**src/hw/rtl/bqd_pkg.sv**
```systemverilog
// ----------------------------------------------------------------------------
// bqd_pkg
// Shared types and constants of the biquad filter core: datapath command
// encoding, controller states, register indexes and fixed widths.
// ----------------------------------------------------------------------------
package bqd_pkg;

    localparam int COEF_BITS  = 32;
    localparam int STATE_BITS = 32;
    localparam int PROD_BITS  = 2 * COEF_BITS;
    localparam int ACC_BITS   = PROD_BITS + 2;
    localparam int CFG_IDX_BITS = 3;

    localparam logic [CFG_IDX_BITS-1:0] REG_B0 = 3'd0;
    localparam logic [CFG_IDX_BITS-1:0] REG_B1 = 3'd1;
    localparam logic [CFG_IDX_BITS-1:0] REG_B2 = 3'd2;
    localparam logic [CFG_IDX_BITS-1:0] REG_A1 = 3'd3;
    localparam logic [CFG_IDX_BITS-1:0] REG_A2 = 3'd4;

    typedef enum logic [3:0] {
        S_IDLE,
        S_A1,
        S_A2,
        S_A2_ACC,
        S_W,
        S_B0,
        S_B1,
        S_B2,
        S_B2_ACC,
        S_FIN
    } t_state;

    typedef enum logic [2:0] {
        ACC_HOLD,
        ACC_LOAD_X,
        ACC_SUB,
        ACC_ADD,
        ACC_LOAD_HALF
    } t_acc_op;

    typedef enum logic [2:0] {
        MUL_A1,
        MUL_A2,
        MUL_B0,
        MUL_B1,
        MUL_B2
    } t_mul_sel;

    typedef struct packed {
        t_acc_op  acc_op;
        t_mul_sel mul_sel;
        logic     mul_en;
        logic     w_load;
        logic     out_load;
    } t_dp_cmd;

endpackage

```
**src/hw/rtl/bqd_ctrl.sv**
```systemverilog
// ----------------------------------------------------------------------------
// bqd_ctrl
// Sequencer of the biquad core: steps the shared multiplier and accumulator
// through the feedback and feedforward terms, and owns the handshakes.
// ----------------------------------------------------------------------------
module bqd_ctrl
    import bqd_pkg::*;
(
    input  logic    i_clk,
    input  logic    i_rst_n,
    input  logic    i_valid,
    output logic    o_stall,
    output logic    o_valid,
    input  logic    i_stall,
    output t_dp_cmd o_cmd
);

    t_state r_state;
    t_state n_state;
    logic   r_out_valid;
    logic   n_out_valid;
    logic   in_fire;
    logic   out_free;

    assign in_fire  = i_valid && (r_state == S_IDLE);
    assign out_free = !r_out_valid || !i_stall;
    assign o_stall  = (r_state != S_IDLE);
    assign o_valid  = r_out_valid;

    always_comb begin
        n_state = r_state;
        unique case (r_state)
            S_IDLE:   if (i_valid) n_state = S_A1;
            S_A1:     n_state = S_A2;
            S_A2:     n_state = S_A2_ACC;
            S_A2_ACC: n_state = S_W;
            S_W:      n_state = S_B0;
            S_B0:     n_state = S_B1;
            S_B1:     n_state = S_B2;
            S_B2:     n_state = S_B2_ACC;
            S_B2_ACC: n_state = S_FIN;
            S_FIN:    if (out_free) n_state = S_IDLE;
            default:  n_state = S_IDLE;
        endcase
    end

    always_comb begin
        o_cmd          = '0;
        o_cmd.acc_op   = ACC_HOLD;
        o_cmd.mul_sel  = MUL_A1;
        unique case (r_state)
            S_IDLE: begin
                if (i_valid) o_cmd.acc_op = ACC_LOAD_X;
            end
            S_A1: begin
                o_cmd.mul_sel = MUL_A1;
                o_cmd.mul_en  = 1'b1;
            end
            S_A2: begin
                o_cmd.mul_sel = MUL_A2;
                o_cmd.mul_en  = 1'b1;
                o_cmd.acc_op  = ACC_SUB;
            end
            S_A2_ACC: begin
                o_cmd.acc_op = ACC_SUB;
            end
            S_W: begin
                o_cmd.w_load = 1'b1;
                o_cmd.acc_op = ACC_LOAD_HALF;
            end
            S_B0: begin
                o_cmd.mul_sel = MUL_B0;
                o_cmd.mul_en  = 1'b1;
            end
            S_B1: begin
                o_cmd.mul_sel = MUL_B1;
                o_cmd.mul_en  = 1'b1;
                o_cmd.acc_op  = ACC_ADD;
            end
            S_B2: begin
                o_cmd.mul_sel = MUL_B2;
                o_cmd.mul_en  = 1'b1;
                o_cmd.acc_op  = ACC_ADD;
            end
            S_B2_ACC: begin
                o_cmd.acc_op = ACC_ADD;
            end
            S_FIN: begin
                o_cmd.out_load = out_free;
            end
            default: begin
                o_cmd.acc_op = ACC_HOLD;
            end
        endcase
    end

    always_comb begin
        n_out_valid = r_out_valid;
        if (r_out_valid && !i_stall) n_out_valid = 1'b0;
        if (o_cmd.out_load) n_out_valid = 1'b1;
    end

    always_ff @(posedge i_clk) begin
        if (!i_rst_n) begin
            r_state     <= S_IDLE;
            r_out_valid <= 1'b0;
        end else begin
            r_state     <= n_state;
            r_out_valid <= n_out_valid;
        end
    end

    // fixed schedule from accepted beat to final step
    a_schedule: assert property (@(posedge i_clk) disable iff (!i_rst_n)
        in_fire |-> ##9 (r_state == S_FIN))
        else $error("bqd_ctrl: schedule broken");

    // a waiting result is never overwritten
    a_no_overwrite: assert property (@(posedge i_clk) disable iff (!i_rst_n)
        o_cmd.out_load |-> (!r_out_valid || !i_stall))
        else $error("bqd_ctrl: result overwritten");

    // finishing a sample always presents a beat
    a_result_shown: assert property (@(posedge i_clk) disable iff (!i_rst_n)
        o_cmd.out_load |=> r_out_valid)
        else $error("bqd_ctrl: result lost");

    // only one sample in flight
    a_one_in_flight: assert property (@(posedge i_clk) disable iff (!i_rst_n)
        in_fire |=> o_stall)
        else $error("bqd_ctrl: second sample taken");

endmodule

```
**src/hw/rtl/bqd_dp.sv**
```systemverilog
// ----------------------------------------------------------------------------
// bqd_dp
// Datapath of the biquad core: coefficient registers, delay state, one
// 32x32 multiplier with product register, wide accumulator, rounding and
// saturation.
// ----------------------------------------------------------------------------
module bqd_dp
    import bqd_pkg::*;
#(
    parameter int SAMPLE_BITS    = 24,
    parameter int COEF_FRAC_BITS = 28
) (
    input  logic                    i_clk,
    input  logic                    i_rst_n,
    input  t_dp_cmd                 i_cmd,
    input  logic                    i_cfg_we,
    input  logic [CFG_IDX_BITS-1:0] i_cfg_index,
    input  logic [COEF_BITS-1:0]    i_cfg_data,
    input  logic [SAMPLE_BITS-1:0]  i_sample_in,
    output logic [SAMPLE_BITS-1:0]  o_sample_out
);

    localparam logic [COEF_BITS-1:0] COEF_ONE =
        {{(COEF_BITS-COEF_FRAC_BITS-1){1'b0}}, 1'b1, {COEF_FRAC_BITS{1'b0}}};
    localparam logic signed [ACC_BITS-1:0] HALF =
        {{(ACC_BITS-COEF_FRAC_BITS){1'b0}}, 1'b1, {(COEF_FRAC_BITS-1){1'b0}}};
    localparam logic signed [ACC_BITS-1:0] W_MAX =
        {{(ACC_BITS-STATE_BITS+1){1'b0}}, {(STATE_BITS-1){1'b1}}};
    localparam logic signed [ACC_BITS-1:0] W_MIN = ~W_MAX;
    localparam logic signed [ACC_BITS-1:0] Y_MAX =
        {{(ACC_BITS-SAMPLE_BITS+1){1'b0}}, {(SAMPLE_BITS-1){1'b1}}};
    localparam logic signed [ACC_BITS-1:0] Y_MIN = ~Y_MAX;

    logic signed [COEF_BITS-1:0]  r_b0, r_b1, r_b2, r_a1, r_a2;
    logic signed [STATE_BITS-1:0] r_d1, r_d2, r_w;
    logic signed [PROD_BITS-1:0]  r_prod;
    logic signed [ACC_BITS-1:0]   r_acc;
    logic [SAMPLE_BITS-1:0]       r_out;

    logic signed [COEF_BITS-1:0]  op_coef;
    logic signed [STATE_BITS-1:0] op_state;
    logic signed [ACC_BITS-1:0]   prod_ext;
    logic signed [ACC_BITS-1:0]   x_ext;
    logic signed [ACC_BITS-1:0]   quot;
    logic signed [ACC_BITS-1:0]   w_sat;
    logic signed [ACC_BITS-1:0]   y_sat;

    // config register file
    always_ff @(posedge i_clk) begin
        if (!i_rst_n) begin
            r_b0 <= COEF_ONE;
            r_b1 <= '0;
            r_b2 <= '0;
            r_a1 <= '0;
            r_a2 <= '0;
        end else if (i_cfg_we) begin
            unique case (i_cfg_index)
                REG_B0:  r_b0 <= i_cfg_data;
                REG_B1:  r_b1 <= i_cfg_data;
                REG_B2:  r_b2 <= i_cfg_data;
                REG_A1:  r_a1 <= i_cfg_data;
                REG_A2:  r_a2 <= i_cfg_data;
                default: r_b0 <= r_b0;
            endcase
        end
    end

    always_comb begin
        unique case (i_cmd.mul_sel)
            MUL_A1: begin
                op_coef  = r_a1;
                op_state = r_d1;
            end
            MUL_A2: begin
                op_coef  = r_a2;
                op_state = r_d2;
            end
            MUL_B0: begin
                op_coef  = r_b0;
                op_state = r_w;
            end
            MUL_B1: begin
                op_coef  = r_b1;
                op_state = r_d1;
            end
            MUL_B2: begin
                op_coef  = r_b2;
                op_state = r_d2;
            end
            default: begin
                op_coef  = r_b0;
                op_state = r_w;
            end
        endcase
    end

    always_ff @(posedge i_clk) begin
        if (i_cmd.mul_en) r_prod <= op_coef * op_state;
    end

    assign prod_ext = {{(ACC_BITS-PROD_BITS){r_prod[PROD_BITS-1]}}, r_prod};
    assign x_ext    = {{(ACC_BITS-SAMPLE_BITS){i_sample_in[SAMPLE_BITS-1]}}, i_sample_in};

    always_ff @(posedge i_clk) begin
        unique case (i_cmd.acc_op)
            ACC_LOAD_X:    r_acc <= (x_ext <<< COEF_FRAC_BITS) + HALF;
            ACC_SUB:       r_acc <= r_acc - prod_ext;
            ACC_ADD:       r_acc <= r_acc + prod_ext;
            ACC_LOAD_HALF: r_acc <= HALF;
            default:       r_acc <= r_acc;
        endcase
    end

    // floor after the half bias gives round half up
    assign quot = r_acc >>> COEF_FRAC_BITS;

    always_comb begin
        if (quot > W_MAX) begin
            w_sat = W_MAX;
        end else if (quot < W_MIN) begin
            w_sat = W_MIN;
        end else begin
            w_sat = quot;
        end
    end

    always_comb begin
        if (quot > Y_MAX) begin
            y_sat = Y_MAX;
        end else if (quot < Y_MIN) begin
            y_sat = Y_MIN;
        end else begin
            y_sat = quot;
        end
    end

    always_ff @(posedge i_clk) begin
        if (i_cmd.w_load) r_w <= w_sat[STATE_BITS-1:0];
        if (i_cmd.out_load) r_out <= y_sat[SAMPLE_BITS-1:0];
    end

    always_ff @(posedge i_clk) begin
        if (!i_rst_n) begin
            r_d1 <= '0;
            r_d2 <= '0;
        end else if (i_cmd.out_load) begin
            r_d1 <= r_w;
            r_d2 <= r_d1;
        end
    end

    assign o_sample_out = r_out;

endmodule

```
**src/hw/rtl/biquad_iir_filter_core.sv**
```systemverilog
// ----------------------------------------------------------------------------
// biquad_iir_filter_core
// Second-order direct form II IIR filter with saturating state and output.
// ----------------------------------------------------------------------------
// Each accepted input beat runs to the result register as five
// multiply-accumulates, one after another through a single registered
// 32x32 multiplier, with rounding and saturation of the state between the
// feedback and feedforward halves. A new sample is taken only once the
// previous result is stored, so samples do not overlap in the datapath;
// the result register lets the next sample start while the last one
// still waits to be taken.
// Coefficients are signed Q4.28 (fraction bits set by COEF_FRAC_BITS) at
// register indexes b0, b1, b2, a1, a2 = 0..4; b0 resets to unity.
module biquad_iir_filter_core
    import bqd_pkg::*;
#(
    parameter int SAMPLE_BITS    = 24,
    parameter int COEF_FRAC_BITS = 28
) (
    input  logic                    i_clk,
    input  logic                    i_rst_n,
    input  logic                    i_valid,
    output logic                    o_stall,
    input  logic [SAMPLE_BITS-1:0]  i_sample_in,
    output logic                    o_valid,
    input  logic                    i_stall,
    output logic [SAMPLE_BITS-1:0]  o_sample_out,
    input  logic                    i_cfg_we,
    input  logic [CFG_IDX_BITS-1:0] i_cfg_index,
    input  logic [COEF_BITS-1:0]    i_cfg_data
);

    t_dp_cmd cmd;

    bqd_ctrl u_ctrl (
        .i_clk   (i_clk),
        .i_rst_n (i_rst_n),
        .i_valid (i_valid),
        .o_stall (o_stall),
        .o_valid (o_valid),
        .i_stall (i_stall),
        .o_cmd   (cmd)
    );

    bqd_dp #(
        .SAMPLE_BITS    (SAMPLE_BITS),
        .COEF_FRAC_BITS (COEF_FRAC_BITS)
    ) u_dp (
        .i_clk        (i_clk),
        .i_rst_n      (i_rst_n),
        .i_cmd        (cmd),
        .i_cfg_we     (i_cfg_we),
        .i_cfg_index  (i_cfg_index),
        .i_cfg_data   (i_cfg_data),
        .i_sample_in  (i_sample_in),
        .o_sample_out (o_sample_out)
    );

endmodule

```
**config.mk**
```make
export PLATFORM = sky130hd
export DESIGN_NAME = biquad_iir_filter_core
export DESIGN_NICKNAME = d
export VERILOG_FILES = /design/src/hw/rtl/bqd_pkg.sv /design/src/hw/rtl/bqd_ctrl.sv /design/src/hw/rtl/bqd_dp.sv /design/src/hw/rtl/biquad_iir_filter_core.sv
export SDC_FILE = /design/constraint.sdc
export NUM_CORES = 2
export LEC_CHECK = 0
export ABC_AREA = 1
export BUFFER_PORTS_ARGS = -buffer_cell sky130_fd_sc_hd__buf_2
export CORE_MARGIN = 2
export CORE_UTILIZATION = 50
export DETAILED_ROUTE_END_ITERATION = 8
export GPL_ROUTABILITY_DRIVEN = 1
export PLACE_DENSITY = 0.73
export SYNTH_ARGS = -nofsm -noshare
export SYNTH_HDL_FRONTEND = slang
export SYNTH_SLANG_ARGS = --single-unit
```
**constraint.sdc**
```tcl
create_clock -name i_clk -period 9.9 [get_ports i_clk]
set_input_delay 0 -clock i_clk [delete_from_list [all_inputs] [get_ports i_clk]]
set_output_delay 0 -clock i_clk [all_outputs]
set_load 0.02 [all_outputs]
```
# Word-level counts from Yosys, hierarchy flattened
# Cells that the tools add are included.
# Widths: inputs -> output; s select.
classes:
  order_cmp: 4
  add_sub_neg: 3
  mul: 1
  reduce_logical: 20
  muxes: 15
  eq_ne: 22
ops:
  columns: ["operator", "count"]
  rows:
  - ["$pmux 66 s4", 1]
  - ["$pmux 32 s4", 1]
  - ["$add 66x64->66", 1]
  - ["$sub 66x64->66", 1]
  - ["$mul 32x32->64", 1]
  - ["$pmux 32 s2", 1]
  - ["$add 52x29->53 const B", 1]
  - ["$pmux 4 s10", 1]
  - ["$gt 38x24->1 const B", 1]
  - ["$gt 38x32->1 const B", 1]
  - ["$lt 38x24->1 const B", 1]
  - ["$lt 38x32->1 const B", 1]
  - ["$mux 32", 1]
  - ["$mux 24", 1]
  - ["$pmux 4 s5", 1]
  - ["$eq 4x3->1 const B", 4]
  - ["$eq 3x2->1 const B", 5]
  - ["$pmux 3 s4", 1]
  - ["$reduce_and 2->1", 6]
  - ["$eq 3x1->1 const B", 3]
  - ["$eq 3x3->1 const B", 3]
  - ["$eq 4x2->1 const B", 2]
  - ["$eq 4x4->1 const B", 2]
  - ["$mux 4", 2]
  - ["13 further kinds", 22]
word_totals:
  register_bits: 415

# Longest topological paths before layout
depth:
  ltp_word: 6
  ltp_mapped: 42

# Modules after synthesis
# Synthesis repeated with hierarchy kept, for this count alone.
unflattened:
  cells_unflattened: 7499
  area_unflattened_um2: 60002.5
modules_own_cells:
  columns: ["module", "cells_each", "n_inst", "area_per_inst_um2"]
  rows:
  - ["bqd_dp", 7441, 1, 59651.0]
  - ["bqd_ctrl", 58, 1, 351.6]

# Least setup slack after synthesis
# No wires, ideal clock.
synth_timing:
  kind: "register to register"
  startpoint: "register u_ctrl.r_state[2]"
  endpoint: "register u_dp.r_prod[63] (data pin)"
  stages_incl_launch_ff: 38
  period_less_slack_ps: 8342
  arrival_ps: 8089
  path_slack_ps: 1558
  setup_ps: 253
  path_cell_list: "dfxtp_1 inv_2 nor2_4 inv_2 nor2_8 inv_2 nand3_2 inv_2 buf_6 a21oi_1 nand3_1 o21ai_2 buf_4 nor2_1 fa_1 fa_1 inv_1 fa_1 [... 2 more ...] inv_1 fa_1 inv_1 fa_1 inv_1 fa_1 inv_1 fa_1 ha_1 nand2_1 nor2_1 inv_1 nor2_1 inv_1 nor4_1 a21oi_1 nand2_1 nand2_1"
synth_between:
  elab_chain_cells: 6
synth_rtl:
  columns: ["item", "line_no", "rtl"]
  rows:
  - ["from (decl)", "bqd_ctrl.sv:18", "t_state r_state;"]
  - ["from (signal assigned)", "bqd_ctrl.sv:108", "r_state <= n_state;"]
  - ["$eq 4x3->1 (tied with other cells)", "bqd_ctrl.sv:51", "unique case (r_state)"]
  - ["$pmux 4 s5 *", "bqd_ctrl.sv:51", null]
  - ["$eq 3x1->1 (tied with other cells)", "bqd_dp.sv:69", "unique case (i_cmd.mul_sel)"]
  - ["$reduce_or 2->1 (no line)", null, null]
  - ["$pmux 32 s2", "bqd_dp.sv:69", null]
  - ["$mul 32x32->64 *", "bqd_dp.sv:98", "if (i_cmd.mul_en) r_prod <= op_coef * op_state;"]
  - ["to (signal assigned)", "bqd_dp.sv:98", null]
  - ["to (decl)", "bqd_dp.sv:36", "logic signed [PROD_BITS-1:0] r_prod;"]
# Mark *: on every way between the ends. The rest lies on a longest branch, timed or not.
# A chain may end at the register's enable or synchronous reset.

# Final worst setup path
layout_timing:
  startpoint: "register u_ctrl.r_state[0]"
  endpoint: "register u_dp.r_prod[40] (data pin)"
# The elaborated chain is that of the path after synthesis.

==> flow_summary.html <==
<table>
<tr><th>Metric</th><th>Value</th></tr>
<tr><th colspan="2">Clock network</th></tr>
<tr><td>Clock sink count</td><td>415</td></tr>
<tr><td>CTS root buffer</td><td>sky130_fd_sc_hd__clkbuf_16</td></tr>
<tr><td>Post-CTS setup buffers</td><td>0</td></tr>
<tr><td>Deepest level of the CTS H-tree</td><td>2</td></tr>
<tr><td>CTS tree</td><td>done</td></tr>
<tr><td>Total CTS buffers</td><td>50</td></tr>
<tr><td>Clock-pin slew on the worst setup and hold paths</td><td>0.07 ns</td></tr>
<tr><td>CTS Buffer Depth</td><td>3</td></tr>
<tr><td>Source-to-sink clock delay at the later pin of the worst-skew pair</td><td>0.65 ns</td></tr>
<tr><th colspan="2">Timing</th></tr>
<tr><td>Final Hold Vio Count</td><td>0</td></tr>
<tr><td>Max-slew headroom at the worst pin</td><td>6.95%</td></tr>
<tr><td>Layout Skew</td><td>0.0369 ns</td></tr>
<tr><td>Min Tclk post-route</td><td>9.55 ns</td></tr>
<tr><td>Actual transition at the worst max-transition pin</td><td>1.40 ns</td></tr>
<tr><td>Final-layout setup total negative slack</td><td>0 ns</td></tr>
<tr><td>Period utilization</td><td>96.5%</td></tr>
<tr><td>Unrepaired setup endpoints after global routing</td><td>false</td></tr>
<tr><td>Slew Viols, Final</td><td>0</td></tr>
<tr><td>Worst Setup Slack, final</td><td>0.346 ns</td></tr>
<tr><td>Achievable Freq</td><td>105 MHz</td></tr>
<tr><td>Final setup vio count</td><td>0</td></tr>
<tr><th colspan="2">Synth</th></tr>
<tr><td>Most frequent cells after synthesis</td><td>sky130_fd_sc_hd__nand2_1 (1510), sky130_fd_sc_hd__inv_1 (1498), sky130_fd_sc_hd__nor2_1 (1132), sky130_fd_sc_hd__fa_1 (1083), sky130_fd_sc_hd__a21oi_1 (406)</td></tr>
<tr><td>Mean instance size in the synthesized netlist</td><td>7.91 um^2</td></tr>
<tr><td>Number of enable flip-flop cells after synthesis</td><td>186</td></tr>
<tr><td>Fraction of synthesis flops using an asynchronous set or reset pin</td><td>0%</td></tr>
<tr><td>Share of the yosys chip area belonging to registers</td><td>17.0%</td></tr>
<tr><td>Synthesized area</td><td>0.0599 mm^2</td></tr>
<tr><td>Count of cell types in the netlist</td><td>49</td></tr>
<tr><td>Proportion of netlist area held by the largest area contributor</td><td>36.2%</td></tr>
<tr><td>Most frequent cell after synthesis</td><td>sky130_fd_sc_hd__nand2_1</td></tr>
<tr><td>Flip-flop and latch count after synthesis</td><td>415</td></tr>
<tr><td>Post-synthesis net count</td><td>8967</td></tr>
<tr><td>Syn Inst Count</td><td>7570</td></tr>
<tr><td>Cell types with the largest area share after synthesis</td><td>sky130_fd_sc_hd__fa_1 (36%), sky130_fd_sc_hd__nand2_1 (9.5%), sky130_fd_sc_hd__inv_1 (9.4%)</td></tr>
<tr><td>Yosys warnings</td><td>0</td></tr>
<tr><td>Cell type contributing the most total cell area after synthesis</td><td>sky130_fd_sc_hd__fa_1</td></tr>
<tr><td>Most common flop cell mapped by yosys</td><td>sky130_fd_sc_hd__dfxtp_1</td></tr>
<tr><th colspan="2">Global routing</th></tr>
<tr><td>Initial antenna violation count</td><td>2</td></tr>
<tr><td>Via count of the first global-routing pass</td><td>52500</td></tr>
<tr><td>GR Util met1</td><td>46.7%</td></tr>
<tr><td>First-pass GRT wire length</td><td>321000 um</td></tr>
<tr><td>Global route hottest layer</td><td>met2</td></tr>
<tr><td>Total gr overflow</td><td>0</td></tr>
<tr><td>Met3 demand-to-capacity share in global routing</td><td>7.96%</td></tr>
<tr><td>Met2 usage</td><td>55.2%</td></tr>
<tr><td>Total routing resource utilization after global routing</td><td>35.3%</td></tr>
<tr><td>Largest net degree at the start of global routing</td><td>96</td></tr>
<tr><th colspan="2">Outcome</th></tr>
<tr><td>Run status</td><td>completed</td></tr>
<tr><th colspan="2">Route</th></tr>
<tr><td>Total iterations of the first detailed-routing run</td><td>9</td></tr>
<tr><td>Avg Vias per Cell</td><td>5.63</td></tr>
<tr><td>Remaining routing DRC violations</td><td>0</td></tr>
<tr><td>Initial detailed-routing violation count</td><td>5707</td></tr>
<tr><td>Mean routed wirelength per cell</td><td>23.0 um</td></tr>
<tr><td>Count of nets left with antenna violations after detail routing</td><td>0</td></tr>
<tr><td>Routed vias</td><td>52200</td></tr>
<tr><td>Total wire length</td><td>214000 um</td></tr>
<tr><th colspan="2">Flow run</th></tr>
<tr><td>Max Cap Violations</td><td>0</td></tr>
<tr><th colspan="2">Setup path</th></tr>
<tr><td>Crit path required time</td><td>10.33 ns</td></tr>
<tr><td>Critical path's largest stage delay</td><td>0.54 ns</td></tr>
<tr><td>Type of element capturing the critical path</td><td>flip-flop</td></tr>
<tr><td>Max Fanout on Critical Path</td><td>32</td></tr>
<tr><td>WP data arrival</td><td>9.98 ns</td></tr>
<tr><td>Gate family responsible for the most delay along the worst path</td><td>adder cells</td></tr>
<tr><td>Class of the most critical setup path</td><td>flip-flop to flip-flop</td></tr>
<tr><td>Number of buffer and inverter instances along the worst setup path</td><td>11</td></tr>
<tr><td>Startpoint class of the critical path</td><td>flip-flop</td></tr>
<tr><td>Slowest CP cell</td><td>sky130_fd_sc_hd__nor4_1</td></tr>
<tr><th colspan="2">Placed design</th></tr>
<tr><td>Minimum setup slack after placement</td><td>0.334 ns</td></tr>
<tr><td>Half-perimeter wire length of the detailed placement result</td><td>174000 um</td></tr>
<tr><td>Final weighted congestion of routability-driven global placement</td><td>1.09</td></tr>
<tr><td>Port bufs</td><td>89</td></tr>
<tr><th colspan="2">Finish</th></tr>
<tr><td>Regs by FF count</td><td>u_dp.r_acc: 66 flops, u_dp.r_prod: 64 flops</td></tr>
<tr><td>Flip-flop count of the largest register after layout</td><td>66</td></tr>
<tr><td>Top reg by flops</td><td>u_dp.r_acc</td></tr>
<tr><td>Ratio of cells with drive above 1 in the final layout</td><td>5.72%</td></tr>
<tr><td>Post-layout nets</td><td>9036</td></tr>
<tr><td>Area added between synthesis and finish</td><td>8.01%</td></tr>
<tr><th colspan="2">Die</th></tr>
<tr><td>Initial core utilization</td><td>50.6%</td></tr>
<tr><td>Die boundary width</td><td>350 um</td></tr>
<tr><td>Count of boundary I/O pins</td><td>90</td></tr>
<tr><td>Total Die Area</td><td>0.123 mm^2</td></tr>
<tr><td>Number of placement rows</td><td>126</td></tr>
<tr><td>Core Box Area</td><td>0.118 mm^2</td></tr>
<tr><td>Vertical die dimension</td><td>350 um</td></tr>
<tr><th colspan="2">Pwr</th></tr>
<tr><td>Maximum resistive drop on vdd</td><td>172 uV</td></tr>
<tr><td>Power density of the placed cells</td><td>165 mW/mm^2</td></tr>
<tr><td>P_leak</td><td>30.5 nW</td></tr>
<tr><th colspan="2">Hold path</th></tr>
<tr><td>Hold Crit Class</td><td>primary input to flip-flop</td></tr>
</table>
## worst register-to-register path: cells and delay by family, from the launching register on
family / cells / cell delay (ns)
buffers and inverters: 11 / 1.83
XOR/XNOR: 1 / 0.31
adder cells (fa/ha/maj): 9 / 4.50
AO/OA/AOI/OAI: 2 / 0.32
AND/OR/NAND/NOR: 11 / 1.96
flip-flops: 1 / 0.41
## what timing repair did
action,in CTS,in global routing
endpoints found under the hold margin,186,0
gates resized for setup,0,5
setup endpoints to repair,0,17
hold buffers,69,0
## final timing paths
path,startpoint,end,slack (ns),cells after the start
worst min-delay path,i_cfg_data[13],u_dp.r_b0[13],0.20,4
worst max register to register,u_ctrl.r_state[0],u_dp.r_prod[40],0.35,34
worst min register to register,u_dp.r_a1[14],u_dp.r_a1[14],0.45,2
worst max-delay path,u_ctrl.r_state[0],u_dp.r_prod[40],0.35,34
## report_power, final
part	leakage [nW]	internal (mW)	switching [mW]
clock	0.879	1.20	0.840
combinational	26.0	1.59	4.31
sequential	3.63	2.34	0.387
total	30.5	5.13	5.53
## cells in the final DEF (no fill, tap or decap), types with 20 or more instances in the layout
master	n
sky130_fd_sc_hd__a21oi_1	405
sky130_fd_sc_hd__buf_2	88
sky130_fd_sc_hd__buf_4	123
sky130_fd_sc_hd__clkbuf_16	51
sky130_fd_sc_hd__dfxtp_1	229
sky130_fd_sc_hd__dlygate4sd3_1	69
sky130_fd_sc_hd__edfxtp_1	186
sky130_fd_sc_hd__fa_1	1082
sky130_fd_sc_hd__ha_1	250
sky130_fd_sc_hd__inv_1	1496
sky130_fd_sc_hd__inv_2	54
sky130_fd_sc_hd__nand2_1	1508
sky130_fd_sc_hd__nand3_1	192
sky130_fd_sc_hd__nand4_1	41
sky130_fd_sc_hd__nor2_1	1129
sky130_fd_sc_hd__nor3_1	33
sky130_fd_sc_hd__o21ai_0	351
sky130_fd_sc_hd__o21ai_2	42
sky130_fd_sc_hd__o21bai_1	20
sky130_fd_sc_hd__o22ai_1	20
sky130_fd_sc_hd__xnor2_1	37
sky130_fd_sc_hd__xor2_1	90
## per-stage QoR
step | utilization [%] | power [mW] | area (um^2) | hold WS [ns] | instances
3_3_place_gp | 52.5 | 8.35 | 62100 | 0.282 | 9117
2_1_floorplan | - | 6.23 | 59900 | 0.126 | 7570
3_5_place_dp | 52.5 | 8.38 | 62100 | 0.285 | 9117
5_1_grt | 54.6 | 11.2 | 64700 | 0.225 | 9280
6_report | 54.6 | 10.7 | 64700 | 0.202 | 9281
4_1_cts | 54.6 | 10.5 | 64600 | 0.165 | 9279
## kinds of logic (layout without fill, tap and decap cells)
kind of cell             count (synthesis)  after routing  share of synthesized area (%)
other                                    0              1                              0
XOR/XNOR                               127            127                           1.86
AO/OA/AOI/OAI                          903            903                           8.31
flip-flops                             415            415                           17.0
buffers and inverters                 1822           1932                           11.8
adder cells (fa/ha/maj)               1333           1333                           41.4
AND/OR/NAND/NOR                       2970           2970                           19.6
## cell type report
type,count,area (um^2)
multi-input cells,5333,42700
diodes,1,2.50
fillers,11100,53700
clock inverters,33,467
clock buffers,60,1350
repair buffers,285,2140
flip-flops and latches,415,10200
well taps,1600,2000
inverters,1554,5840
## routing by layer
metal  share of wire, %  routed length [um]
met5              0.020                  42
met4                5.7               12100
met3                 11               22800
met2                 45               95900
met1                 39               83000
Power figures use the tool's default switching activity.
